## src/hw/rtl/svfeq_pkg.sv

```systemverilog
// svfeq_pkg: shared sizes, command codes and the per-band step program for the
// stereo state-variable eq cascade. No dependencies.
`default_nettype none

package svfeq_pkg;

    localparam int NUM_BANDS   = 7;
    localparam int SAMPLE_W    = 24;
    localparam int COEF_W      = 32;
    localparam int SIG_W       = 48;
    localparam int COEF_FRAC   = 24;
    localparam int IN_SHIFT    = 33 - SAMPLE_W;
    localparam int NUM_COEFS   = 6;
    localparam int ACC_W       = SIG_W + 2;

    localparam int OP_W        = 2;
    localparam int BAND_PORT_W = 3;
    localparam int SEL_W       = 3;

    localparam int BAND_W      = (NUM_BANDS > 1) ? $clog2(NUM_BANDS) : 1;
    localparam int COEF_DEPTH  = NUM_BANDS * NUM_COEFS;
    localparam int COEF_AW     = $clog2(COEF_DEPTH);
    localparam int INTEG_DEPTH = NUM_BANDS * 4;
    localparam int INTEG_AW    = BAND_W + 2;

    localparam int UOP_LAST    = 26;
    localparam int STEP_W      = $clog2(UOP_LAST + 1);

    localparam logic signed [COEF_W-1:0] COEF_ONE = COEF_W'(1) << COEF_FRAC;

    typedef enum logic [OP_W-1:0] {
        OP_SAMPLE = 2'd0,
        OP_LOAD   = 2'd1,
        OP_CLEAR  = 2'd2,
        OP_NONE   = 2'd3
    } t_opcode;

    typedef enum logic [SEL_W-1:0] {
        CF_A1 = 3'd0,
        CF_A2 = 3'd1,
        CF_A3 = 3'd2,
        CF_M0 = 3'd3,
        CF_M1 = 3'd4,
        CF_M2 = 3'd5
    } t_coef_sel;

    typedef enum logic [2:0] {
        ACC_NOP       = 3'd0,
        ACC_LOAD      = 3'd1,
        ACC_LOAD_DBL  = 3'd2,
        ACC_ADD       = 3'd3,
        ACC_SUB       = 3'd4,
        ACC_LOAD_PROD = 3'd5,
        ACC_ADD_PROD  = 3'd6
    } t_acc_op;

    typedef enum logic [2:0] {
        SIG_X   = 3'd0,
        SIG_IC1 = 3'd1,
        SIG_IC2 = 3'd2,
        SIG_V3  = 3'd3,
        SIG_V1  = 3'd4,
        SIG_V2  = 3'd5
    } t_sig_sel;

    typedef enum logic [1:0] {
        MUL_NOP = 2'd0,
        MUL_LO  = 2'd1,
        MUL_HI  = 2'd2,
        MUL_RND = 2'd3
    } t_mul_op;

    typedef enum logic [2:0] {
        ST_NONE = 3'd0,
        ST_V3   = 3'd1,
        ST_V1   = 3'd2,
        ST_V2   = 3'd3,
        ST_X    = 3'd4,
        ST_IC1  = 3'd5,
        ST_IC2  = 3'd6
    } t_store;

    typedef enum logic [1:0] {
        LD_NONE = 2'd0,
        LD_IC1  = 2'd1,
        LD_IC2  = 2'd2
    } t_ld_ic;

    typedef struct packed {
        t_acc_op   acc_op;
        t_sig_sel  acc_sig;
        t_mul_op   mul_op;
        t_sig_sel  mul_sig;
        t_store    store;
        logic      coef_rd;
        t_coef_sel coef_sel;
        logic      integ_rd;
        logic      integ_which;
        t_ld_ic    ld_ic;
    } t_uop;

    typedef struct packed {
        t_uop              uop;
        logic [BAND_W-1:0] band;
        logic              ch;
        logic              capture;
        logic              coef_wr;
        logic              integ_clr;
        logic              load_x;
        logic              finish;
        logic              publish;
    } t_dp_cmd;

    typedef struct packed {
        logic out_free;
    } t_dp_stat;

    // one band of one channel; each product takes lo, hi and round steps
    function automatic t_uop uop_at(int step);
        t_uop u;
        u = '0;
        unique case (step)
            0: begin
                u.integ_rd = 1'b1; u.integ_which = 1'b0;
                u.coef_rd = 1'b1; u.coef_sel = CF_A1;
            end
            1: begin
                u.integ_rd = 1'b1; u.integ_which = 1'b1;
                u.ld_ic = LD_IC1; u.acc_op = ACC_LOAD; u.acc_sig = SIG_X;
            end
            2: begin
                u.ld_ic = LD_IC2; u.mul_op = MUL_LO; u.mul_sig = SIG_IC1;
            end
            3: begin
                u.acc_op = ACC_SUB; u.acc_sig = SIG_IC2;
                u.mul_op = MUL_HI; u.mul_sig = SIG_IC1;
            end
            4: begin
                u.store = ST_V3; u.mul_op = MUL_RND;
                u.coef_rd = 1'b1; u.coef_sel = CF_A2;
            end
            5: begin
                u.acc_op = ACC_LOAD_PROD; u.mul_op = MUL_LO; u.mul_sig = SIG_V3;
            end
            6: begin
                u.mul_op = MUL_HI; u.mul_sig = SIG_V3;
            end
            7: begin
                u.mul_op = MUL_RND;
            end
            8: begin
                u.acc_op = ACC_ADD_PROD; u.mul_op = MUL_LO; u.mul_sig = SIG_IC1;
            end
            9: begin
                u.store = ST_V1; u.mul_op = MUL_HI; u.mul_sig = SIG_IC1;
            end
            10: begin
                u.mul_op = MUL_RND; u.coef_rd = 1'b1; u.coef_sel = CF_A3;
                u.acc_op = ACC_LOAD; u.acc_sig = SIG_IC2;
            end
            11: begin
                u.acc_op = ACC_ADD_PROD; u.mul_op = MUL_LO; u.mul_sig = SIG_V3;
            end
            12: begin
                u.mul_op = MUL_HI; u.mul_sig = SIG_V3;
            end
            13: begin
                u.mul_op = MUL_RND;
            end
            14: begin
                u.acc_op = ACC_ADD_PROD; u.coef_rd = 1'b1; u.coef_sel = CF_M0;
            end
            15: begin
                u.store = ST_V2; u.mul_op = MUL_LO; u.mul_sig = SIG_X;
            end
            16: begin
                u.mul_op = MUL_HI; u.mul_sig = SIG_X;
                u.acc_op = ACC_LOAD_DBL; u.acc_sig = SIG_V1;
            end
            17: begin
                u.mul_op = MUL_RND; u.acc_op = ACC_SUB; u.acc_sig = SIG_IC1;
            end
            18: begin
                u.store = ST_IC1; u.acc_op = ACC_LOAD_DBL; u.acc_sig = SIG_V2;
                u.coef_rd = 1'b1; u.coef_sel = CF_M1;
            end
            19: begin
                u.acc_op = ACC_SUB; u.acc_sig = SIG_IC2;
                u.mul_op = MUL_LO; u.mul_sig = SIG_V1;
            end
            20: begin
                u.store = ST_IC2; u.acc_op = ACC_LOAD_PROD;
                u.mul_op = MUL_HI; u.mul_sig = SIG_V1;
            end
            21: begin
                u.mul_op = MUL_RND; u.coef_rd = 1'b1; u.coef_sel = CF_M2;
            end
            22: begin
                u.acc_op = ACC_ADD_PROD; u.mul_op = MUL_LO; u.mul_sig = SIG_V2;
            end
            23: begin
                u.mul_op = MUL_HI; u.mul_sig = SIG_V2;
            end
            24: begin
                u.mul_op = MUL_RND;
            end
            25: begin
                u.acc_op = ACC_ADD_PROD;
            end
            26: begin
                u.store = ST_X;
            end
            default: begin
                u = '0;
            end
        endcase
        return u;
    endfunction

endpackage

`default_nettype wire

```

## src/hw/rtl/svfeq_ctrl.sv

```systemverilog
// svfeq_ctrl: sequencer for the eq cascade; walks channels, bands and the
// per-band step program. Depends on svfeq_pkg.
`default_nettype none

module svfeq_ctrl
    import svfeq_pkg::*;
(
    input  logic                   i_clk,
    input  logic                   i_rst_n,
    input  logic                   i_valid,
    output logic                   o_ready,
    input  logic [OP_W-1:0]        i_opcode,
    input  logic [BAND_PORT_W-1:0] i_band,
    input  logic [SEL_W-1:0]       i_coef_select,
    input  t_dp_stat               i_stat,
    output t_dp_cmd                o_cmd
);

    localparam logic [BAND_W-1:0] LAST_BAND = BAND_W'(NUM_BANDS - 1);
    localparam logic [STEP_W-1:0] LAST_STEP = STEP_W'(UOP_LAST);

    typedef enum logic [2:0] {
        S_IDLE,
        S_LOAD_X,
        S_RUN,
        S_FINISH,
        S_PUBLISH
    } t_state;

    t_state            r_state;
    logic [BAND_W-1:0] r_band;
    logic [STEP_W-1:0] r_step;
    logic              r_ch;
    t_opcode           op;
    logic              accept;

    assign op      = t_opcode'(i_opcode);
    assign o_ready = (r_state == S_IDLE);
    assign accept  = i_valid && o_ready;

    always_ff @(posedge i_clk) begin
        if (!i_rst_n) begin
            r_state <= S_IDLE;
            r_band  <= '0;
            r_step  <= '0;
            r_ch    <= 1'b0;
        end else begin
            unique case (r_state)
                S_IDLE: begin
                    if (accept && op == OP_SAMPLE) begin
                        r_ch    <= 1'b0;
                        r_state <= S_LOAD_X;
                    end
                end
                S_LOAD_X: begin
                    r_band  <= '0;
                    r_step  <= '0;
                    r_state <= S_RUN;
                end
                S_RUN: begin
                    if (r_step == LAST_STEP) begin
                        r_step <= '0;
                        if (r_band == LAST_BAND) begin
                            r_state <= S_FINISH;
                        end else begin
                            r_band <= r_band + BAND_W'(1);
                        end
                    end else begin
                        r_step <= r_step + STEP_W'(1);
                    end
                end
                S_FINISH: begin
                    if (!r_ch) begin
                        r_ch    <= 1'b1;
                        r_state <= S_LOAD_X;
                    end else begin
                        r_state <= S_PUBLISH;
                    end
                end
                S_PUBLISH: begin
                    if (i_stat.out_free) begin
                        r_state <= S_IDLE;
                    end
                end
                default: begin
                    r_state <= S_IDLE;
                end
            endcase
        end
    end

    always_comb begin
        o_cmd           = '0;
        o_cmd.uop       = (r_state == S_RUN) ? uop_at(int'(r_step)) : '0;
        o_cmd.band      = r_band;
        o_cmd.ch        = r_ch;
        o_cmd.capture   = accept && (op == OP_SAMPLE);
        // out-of-range band or selector writes are dropped
        o_cmd.coef_wr   = accept && (op == OP_LOAD) && (int'(i_band) < NUM_BANDS)
                          && (int'(i_coef_select) < NUM_COEFS);
        o_cmd.integ_clr = accept && (op == OP_CLEAR);
        o_cmd.load_x    = (r_state == S_LOAD_X);
        o_cmd.finish    = (r_state == S_FINISH);
        o_cmd.publish   = (r_state == S_PUBLISH) && i_stat.out_free;
    end

    a_run_bounds: assert property (@(posedge i_clk) disable iff (!i_rst_n)
        (r_state == S_RUN) |-> (int'(r_step) <= UOP_LAST && int'(r_band) < NUM_BANDS))
        else $error("step or band counter out of range");

    a_run_end: assert property (@(posedge i_clk) disable iff (!i_rst_n)
        (r_state == S_RUN && r_step == LAST_STEP && r_band == LAST_BAND)
        |=> (r_state == S_FINISH))
        else $error("last band did not hand over to channel finish");

    a_publish_wait: assert property (@(posedge i_clk) disable iff (!i_rst_n)
        (r_state == S_PUBLISH && !i_stat.out_free) |=> (r_state == S_PUBLISH))
        else $error("result left before the output register was free");

endmodule

`default_nettype wire

```

## config.mk

```make
export PLATFORM = sky130hd
export DESIGN_NAME = svfeq_ctrl
export DESIGN_NICKNAME = d
export VERILOG_FILES = /design/src/hw/rtl/svfeq_pkg.sv /design/src/hw/rtl/svfeq_ctrl.sv
export SDC_FILE = /design/constraint.sdc
export NUM_CORES = 1
export LEC_CHECK = 0
export BUFFER_PORTS_ARGS = -buffer_cell sky130_fd_sc_hd__buf_2
export CAP_MARGIN = 10
export CELL_PAD_IN_SITES_DETAIL_PLACEMENT = 1
export CELL_PAD_IN_SITES_GLOBAL_PLACEMENT = 1
export CORE_MARGIN = 5
export CORE_UTILIZATION = 34
export CTS_CLUSTER_SIZE = 10
export DETAILED_ROUTE_END_ITERATION = 12
export GPL_ROUTABILITY_DRIVEN = 1
export PLACE_DENSITY = 0.86
export SYNTH_ARGS = -nofsm -noshare
export SYNTH_HDL_FRONTEND = slang
export SYNTH_SLANG_ARGS = --single-unit
```

## constraint.sdc

```tcl
create_clock -name i_clk -period 2.5 [get_ports i_clk]
set_input_delay 0.5 -clock i_clk [delete_from_list [all_inputs] [get_ports i_clk]]
set_output_delay 0.5 -clock i_clk [all_outputs]
set_load 0.01 [all_outputs]
```

; ---- Yosys cells after proc, flatten, opt, wreduce, memory -nomap -nowiden
; Index checks and enable logic that the tools add are counted.
[word_totals]
regBits = 12
output_inout_bits = 33
[op_classes]
addsub = 2
order_cmp = 2
eq_ne = 38
muxes = 22
reduce_logical = 28
[op_table]
columns = cell, count
row1 = 5-bit equality test (second input constant), 11
row2 = 5-bit by 4-bit equality test with 1-bit output (second input constant), 8
row3 = 3-bit one-hot mux with 5 select lines, 2
row4 = 3-bit one-hot mux with 4 select lines, 2
row5 = 4-bit one-hot mux with 6 select lines, 1
row6 = 22-bit 2-to-1 mux, 1
row7 = 3-bit 2-to-1 mux, 7
row8 = 7-bit OR reduction, 3
row9 = 5-bit by 3-bit equality test with 1-bit output (second input constant), 4
row10 = 3-bit one-hot mux with 6 select lines, 1
row11 = 5-bit by 2-bit equality test with 1-bit output (second input constant), 2
row12 = 5-bit one-hot mux with 2 select lines, 1
row13 = 2-bit OR reduction, 5
row14 = 2-bit inequality test (second input constant), 4
row15 = 2-bit one-hot mux with 2 select lines, 2
row16 = 4-bit OR reduction, 2
row17 = 1-bit logical AND, 7
row18 = 3-bit by 2-bit equality test with 1-bit output (second input constant), 2
row19 = 3-bit equality test (second input constant), 2
row20 = 3-bit less-than comparator (second input constant), 2
row21 = 2-bit one-hot mux with 3 select lines, 1
row22 = 3-bit one-hot mux with 2 select lines, 1
row23 = 3-bit OR reduction, 2
row24 = 5-bit by 1-bit adder with 5-bit output (second input constant), 1
row25 = other kinds (17), 18

; ---- Longest topological paths before layout
; Gate-level depths: netlist of the first run.
[logic_depth]
depth_word = 5
ltp_mapped = 7

; ---- Least setup slack after synthesis of the first run
; OpenSTA, ideal clock, no wires.
[synth_path]
path_type = reg2out
start = register r_step[0]
end = output o_cmd[14] in the netlist's numbering
arrival_ns = 1.722
path_slack_ns = 0.278
stages_incl_launch_ff = 8
n_path_buf = 1
path_cell_list = dfxtp_1 -> inv_1 -> ha_1 -> clkbuf_1 -> nor2b_1 -> a211oi_1 -> a211oi_1 -> and3_1
[synth_lines]
columns = element, line
row1 = "start, declared", svfeq_ctrl.sv:32  ; logic [STEP_W-1:0] r_step;
row2 = "start signal, assigned", svfeq_ctrl.sv:69  ; r_step <= r_step + STEP_W'(1);
row3 = "end, declared", svfeq_ctrl.sv:16  ; output t_dp_cmd o_cmd

==> run metrics, run 1 <==
clock net sink count 12; Synth cell types 43; Final Hold Vio Count 0; Final Util 44.5%; dpl hpwl about 3 mm; Post-Syn Instances 193; most frequent cells in the layout buf_2, nor2_1, nand2_1, a21oi_1, inv_1; Post-CTS Hold Buffers 0; crit-path cells inv_1, ha_2, mux2_2, a211oi_1, a211oi_1, and3_1, buf_2; I/O pins 45; commonest non-fill, non-tap cell in the layout buf_2; Setup crit end kind output pin; vias per cell 5.35; placed cell count 274; register bit total from synthesis 12; first-pass GRT wire length 6.67 mm; Buf/Inv on CP 2; Site Rows 22; Max Cap Violations 0; Final Cycle Share 95.8%; DRC viols 0; minimum clock period 2390 ps; Slew Viols, Final 0; initial core utilization 35.1%; Seq/Total Area, Yosys a little under a fifth; outcome finished, final reports clean; Die Y just over 70 um; DRT met1 WL 1.71 mm; gpl congestion between 0.8 and 0.9; VDD IR max 0.282 mV; CTS Buffer Depth 2; Buffers on Ports 43; Critical-path top delay cell dfxtp_2; cell mode on critical path a211oi_1; critical path class reg2out; worst slew pin tran 415 ps; Yosys warnings 0; pwr dens a little over 500 nW/um^2; clock slew at reported path FFs 60 ps; Fmax 418 MHz; Post-synth EDFFs 0; area of the multi-input gates 932 um^2; vias in the first global route between 1000 and 1500; post-route cell area around 1600 um^2; non-filler instance count after layout between 200 and 300; total die area 5070 um^2; slew margin rel. around 72%; CTS tree yes; Total GRT Usage 15.6%; Setup violations, final 0; Synth Cell Area 1270 um^2; ys async rst share 0%; Routed WL per cell 14.0 um; Fin Clk Skew a little over 2 ps; wire length on met3 157 um; crit path max fanout 6; Critical Path AT 1890 ps; metal2 WL 1.98 mm; drt initial violations approximately 60; CTS root buffer clkbuf_8; syn_area_per_cell 6.60 um^2; Hold Slack 531 ps; first drt pass iteration count 4; Vias approximately 1500; crit-path max cell delay 370 ps; Ant. Diodes 0; Post-DP Area 1530 um^2; FF+latch area 245 um^2; Top delay family on crit path compound AO/OA/AOI/OAI gates; Filler cells 511; Post-CTS Setup Bufs 0; initial antenna violation count 0; largest net degree at the start of global routing 21; P&R area growth vs syn 26.9%; share of post-route cells with drive strength above 1 30.0%; TritonCTS buffer count 3; Leak 0.000732 uW; highest routed metal layer met4; worst hold path class reg2reg; Clock Latency Late Sink 250 ps; Total Wirelength 3.90 mm; RSZ-0062 raised after global routing true; CP Launch Type register; ys flop type dfxtp_1; CTS H-tree lvls 1; Core Area 3630 um^2; Die Wd 71.2 um; nets@finish 250; syn_nets between 200 and 250; Detail Route Antenna Nets 0; CP required 2000 ps; grt total ovfl 0
[repair_timing]
item,CTS,global route
gates resized for setup,2,9
pin swaps,0,1
setup endpoints to repair,2,6
[final timing paths]
| kind | cells after the start | start | to | slack [ps] |
|---|---|---|---|---|
| worst max register to register | 7 | r_step[0] | r_band[0] | 620 |
| worst min register to register | 2 | r_band[2] | r_state[0] | 530 |
| worst max-delay path | 7 | r_step[0] | o_cmd[14] | 110 |
| worst min-delay path | 2 | r_band[2] | r_state[0] | 530 |
[per-layer routing]
metal  vias to the layer above  track usage (%)
met5                         -                0
met4                         0             4.38
met3                         5             1.56
met2                        30             28.3
met1                       709             19.4
li1                        743                -
[Yosys cell counts, drive strengths merged, types with 4 or more instances]
master,number,share of area (%)
buf,7,2.9
and3,6,2.9
clkbuf,12,3.5
a211oi,4,2.4
inv,11,3.2
nor2,23,6.8
a31oi,5,2.5
nor2b,8,3.9
dfxtp,12,19
nand3,7,2.8
ha,7,6.9
nand2b,7,3.4
o21ai,10,3.9
nor3,9,3.5
a21oi,14,5.5
nand2,16,4.7
[cells by family (layout without fill, tap and decap cells)]
logic type | count (synthesis) | in the layout | share of synthesized area (%)
simple gates | 90 | 90 | 36.5
compound gates | 49 | 49 | 24.3
buf+inv | 30 | 67 | 9.72
flops | 12 | 12 | 18.9
fa+ha+maj | 7 | 7 | 6.88
xor+xnor | 3 | 3 | 2.06
mux | 2 | 2 | 1.67
[state kept, by name, summed over array words and instances (netlist names)]
register and count:
r_step 5, r_band 3, r_state 3, r_ch 1
[worst register-to-register path: cells and delay by family (launching register included)]
family	cells	cell delay (ps)
and+or+nand+nor	3	760
AOI/OAI and AO/OA	1	170
buffers and inverters	2	260
DFF	1	340
adders and majority gates	1	250
[power by group]
group	leakage (uW)	switching, uW	internal (uW)
combinational	0.000604	222	140
sequential	0.0000990	30.1	210
clock	0.0000288	78.2	140
[per-stage QoR]
step / setup WS (ps) / TNS, ps / power (uW)
2_1_floorplan: 278 / 0 / 486
3_3_place_gp: 251 / 0 / 594
3_5_place_dp: 228 / 0 / 601
4_1_cts: 21.0 / 0 / 831
5_1_grt: -9.57 / -9.57 / 896
6_report: 105 / 0 / 821
[area by class of cell]
class	instances	area share (%)
inverters	11	2.55
clock buffers	4	3.41
well taps	48	3.72
repair buffers	52	17.5
flip-flops and latches	12	15.2
multi-input cells	151	57.7
Power figures use the tool's default switching activity.
==> run 2, diff against run 1 <==
==> constraint.sdc (replaced) <==
create_clock -name i_clk -period 2.5 [get_ports i_clk]
set_input_delay 0.25 -clock i_clk [delete_from_list [all_inputs] [get_ports i_clk]]
set_output_delay 0.25 -clock i_clk [all_outputs]
set_load 0.01 [all_outputs]
==> run metrics, run 2 (synthesis results as in run 1) <==
outcome finished, final reports clean (unchanged); largest net degree at the start of global routing 23 (was 21); highest routed metal layer met4 (unchanged); crit path max fanout 12 (was 6); I/O pins 45 (unchanged); post-route cell area 1550 um^2 (was 1620 um^2); clock net sink count 12 (unchanged); first-pass GRT wire length 6.76 mm (was 6.67 mm); commonest non-fill, non-tap cell in the layout buf_2 (unchanged); Clock Latency Late Sink 240 ps (was 250 ps); wire length on met3 147 um (was 157 um); clock slew at reported path FFs 50 ps (was 60 ps); Total Wirelength 3.97 mm (was 3.90 mm); Post-DP Area 1510 um^2 (was 1530 um^2); Fin Clk Skew 0.849 ps (was 2.05 ps); Sw Ratio 41.8% (was 40.3%); CTS root buffer clkbuf_8 (unchanged); Final Cycle Share 94.5% (was 95.8%); setup TNS 0 ps (unchanged); Largest regs r_step (5), r_band (3), r_state (3) (unchanged); initial core utilization 35.1% (unchanged); drt initial violations 58 (was 61); clock network power share 23.1% (was 26.5%); TritonCTS buffer count 3 (unchanged); first drt pass iteration count 4 (unchanged); pwr dens 498 nW/um^2 (was 508 nW/um^2); vias in the first global route 1515 (was 1462); Site Rows 22 (unchanged); nets@finish 247 (was 250); P&R area growth vs syn 21.9% (was 26.9%); Die Y 71.2 um (unchanged); Int Power 450 uW (was 491 uW); metal2 WL 2.04 mm (was 1.98 mm); Setup violations, final 0 (unchanged); Ant. Diodes 0 (unchanged); Hold Slack 339 ps (was 531 ps); Filler cells 505 (was 511); grt total ovfl 0 (unchanged); Core Area 3630 um^2 (unchanged); vias per cell 5.30 (was 5.35); CTS tree yes (unchanged); gpl congestion 0.793 (was 0.844); Slew Viols, Final 0 (unchanged); Vias 1451 (was 1487); Setup crit end kind output pin (unchanged); Fmax 423 MHz (was 418 MHz); total die area 5070 um^2 (unchanged); Psw 323 uW (was 331 uW); R2R depth 6 (was 7); Post-CTS Hold Buffers 0 (unchanged); Leak 0.000707 uW (was 0.000732 uW); Detail Route Antenna Nets 0 (unchanged); Buffers on Ports 43 (unchanged); VDD IR max 0.295 mV (was 0.282 mV); CTS H-tree lvls 1 (unchanged); Total GRT Usage 15.8% (was 15.6%); slew margin rel. 59.3% (was 72.3%); Routed WL per cell 14.5 um (was 14.0 um); dpl hpwl 3.06 mm (was 3.01 mm); Largest Register r_step (unchanged); CP Launch Type register (unchanged); Final Util 42.7% (was 44.5%); Critical Path AT 2110 ps (was 1890 ps); Die Wd 71.2 um (unchanged); Flop pwr share 30.9% (was 29.3%); initial antenna violation count 0 (unchanged); Final Hold Vio Count 0 (unchanged); DRT met1 WL 1.74 mm (was 1.71 mm); combinational share of power 46.0% (was 44.2%); Max Cap Violations 0 (unchanged); Resize count post-CTS 0 (was 2); minimum clock period 2360 ps (was 2390 ps); CTS Buffer Depth 2 (unchanged); share of post-route cells with drive strength above 1 24.3% (was 30.0%); critical path class reg2out (unchanged); max FFs per register 5 (unchanged); most frequent cells in the layout buf_2, nor2_1, nand2_1, a21oi_1, dfxtp_1 (was buf_2, nor2_1, nand2_1, a21oi_1, inv_1); worst hold path class in2reg (was reg2reg); Post-CTS Setup Bufs 0 (unchanged); RSZ-0062 raised after global routing false (was true); hold path depth 3 (was 2); worst slew pin tran 609 ps (was 415 ps); CP required 2250 ps (was 2000 ps); DRC viols 0 (unchanged)
run 2: changes by cell type in the layout (fill, tap and decap cells not counted), sizes merged:
cell,before,now
buf,52,49
clkbuf,4,3
run 2: power groups by stage:
stage / sequential, uW / combinational, uW / clock [uW]
after detailed placement: 244 / 357 / 0
final: 239 / 356 / 179
after global placement: 243 / 345 / 0
after CTS: 240 / 361 / 186
after floorplan: 228 / 258 / 0
after global routing: 245 / 403 / 194
run 2: worst paths after layout:
check	startpoint	to	slack [ps]
max	r_step[0]	o_cmd[14]	140
min	i_stat	r_state[2]	340
max reg2reg	r_step[0]	r_band[0]	540
min reg2reg	r_ch	r_state[2]	550
run 2: stage by stage:
step / total power (uW) / cells / setup WS, ps
finish: 774 / 274 / 137
global route: 841 / 274 / 49.2
CTS: 787 / 274 / 139
detailed placement: 600 / 271 / 403
global placement: 588 / 271 / 448
floorplan: 486 / 193 / 528
run 2: cell type report:
type | count | area (um^2) | share of cell area, %
flip-flops and latches | 12 | 240 | 15.5
inverters | 11 | 41.3 | 2.66
clock buffers | 3 | 41.3 | 2.66
multi-input cells | 151 | 910 | 58.6
repair buffers | 49 | 260 | 16.8
well taps | 48 | 60.1 | 3.87
run 2: critical path, cell delays in order, from the launching register on:
cell      delay (ps)
dfxtp_1          420
inv_1             90
ha_1             350
mux2_2           340
a211oi_1         250
a211oi_1         100
and3_1           190
buf_2            130
run 2: layer usage:
metal | vias to the layer above | global-route usage, %
met4 | 0 | 3.34
met2 | 31 | 29.1
met5 | - | 0
met3 | 5 | 2.27
met1 | 675 | 19.3
li1 | 740 | -
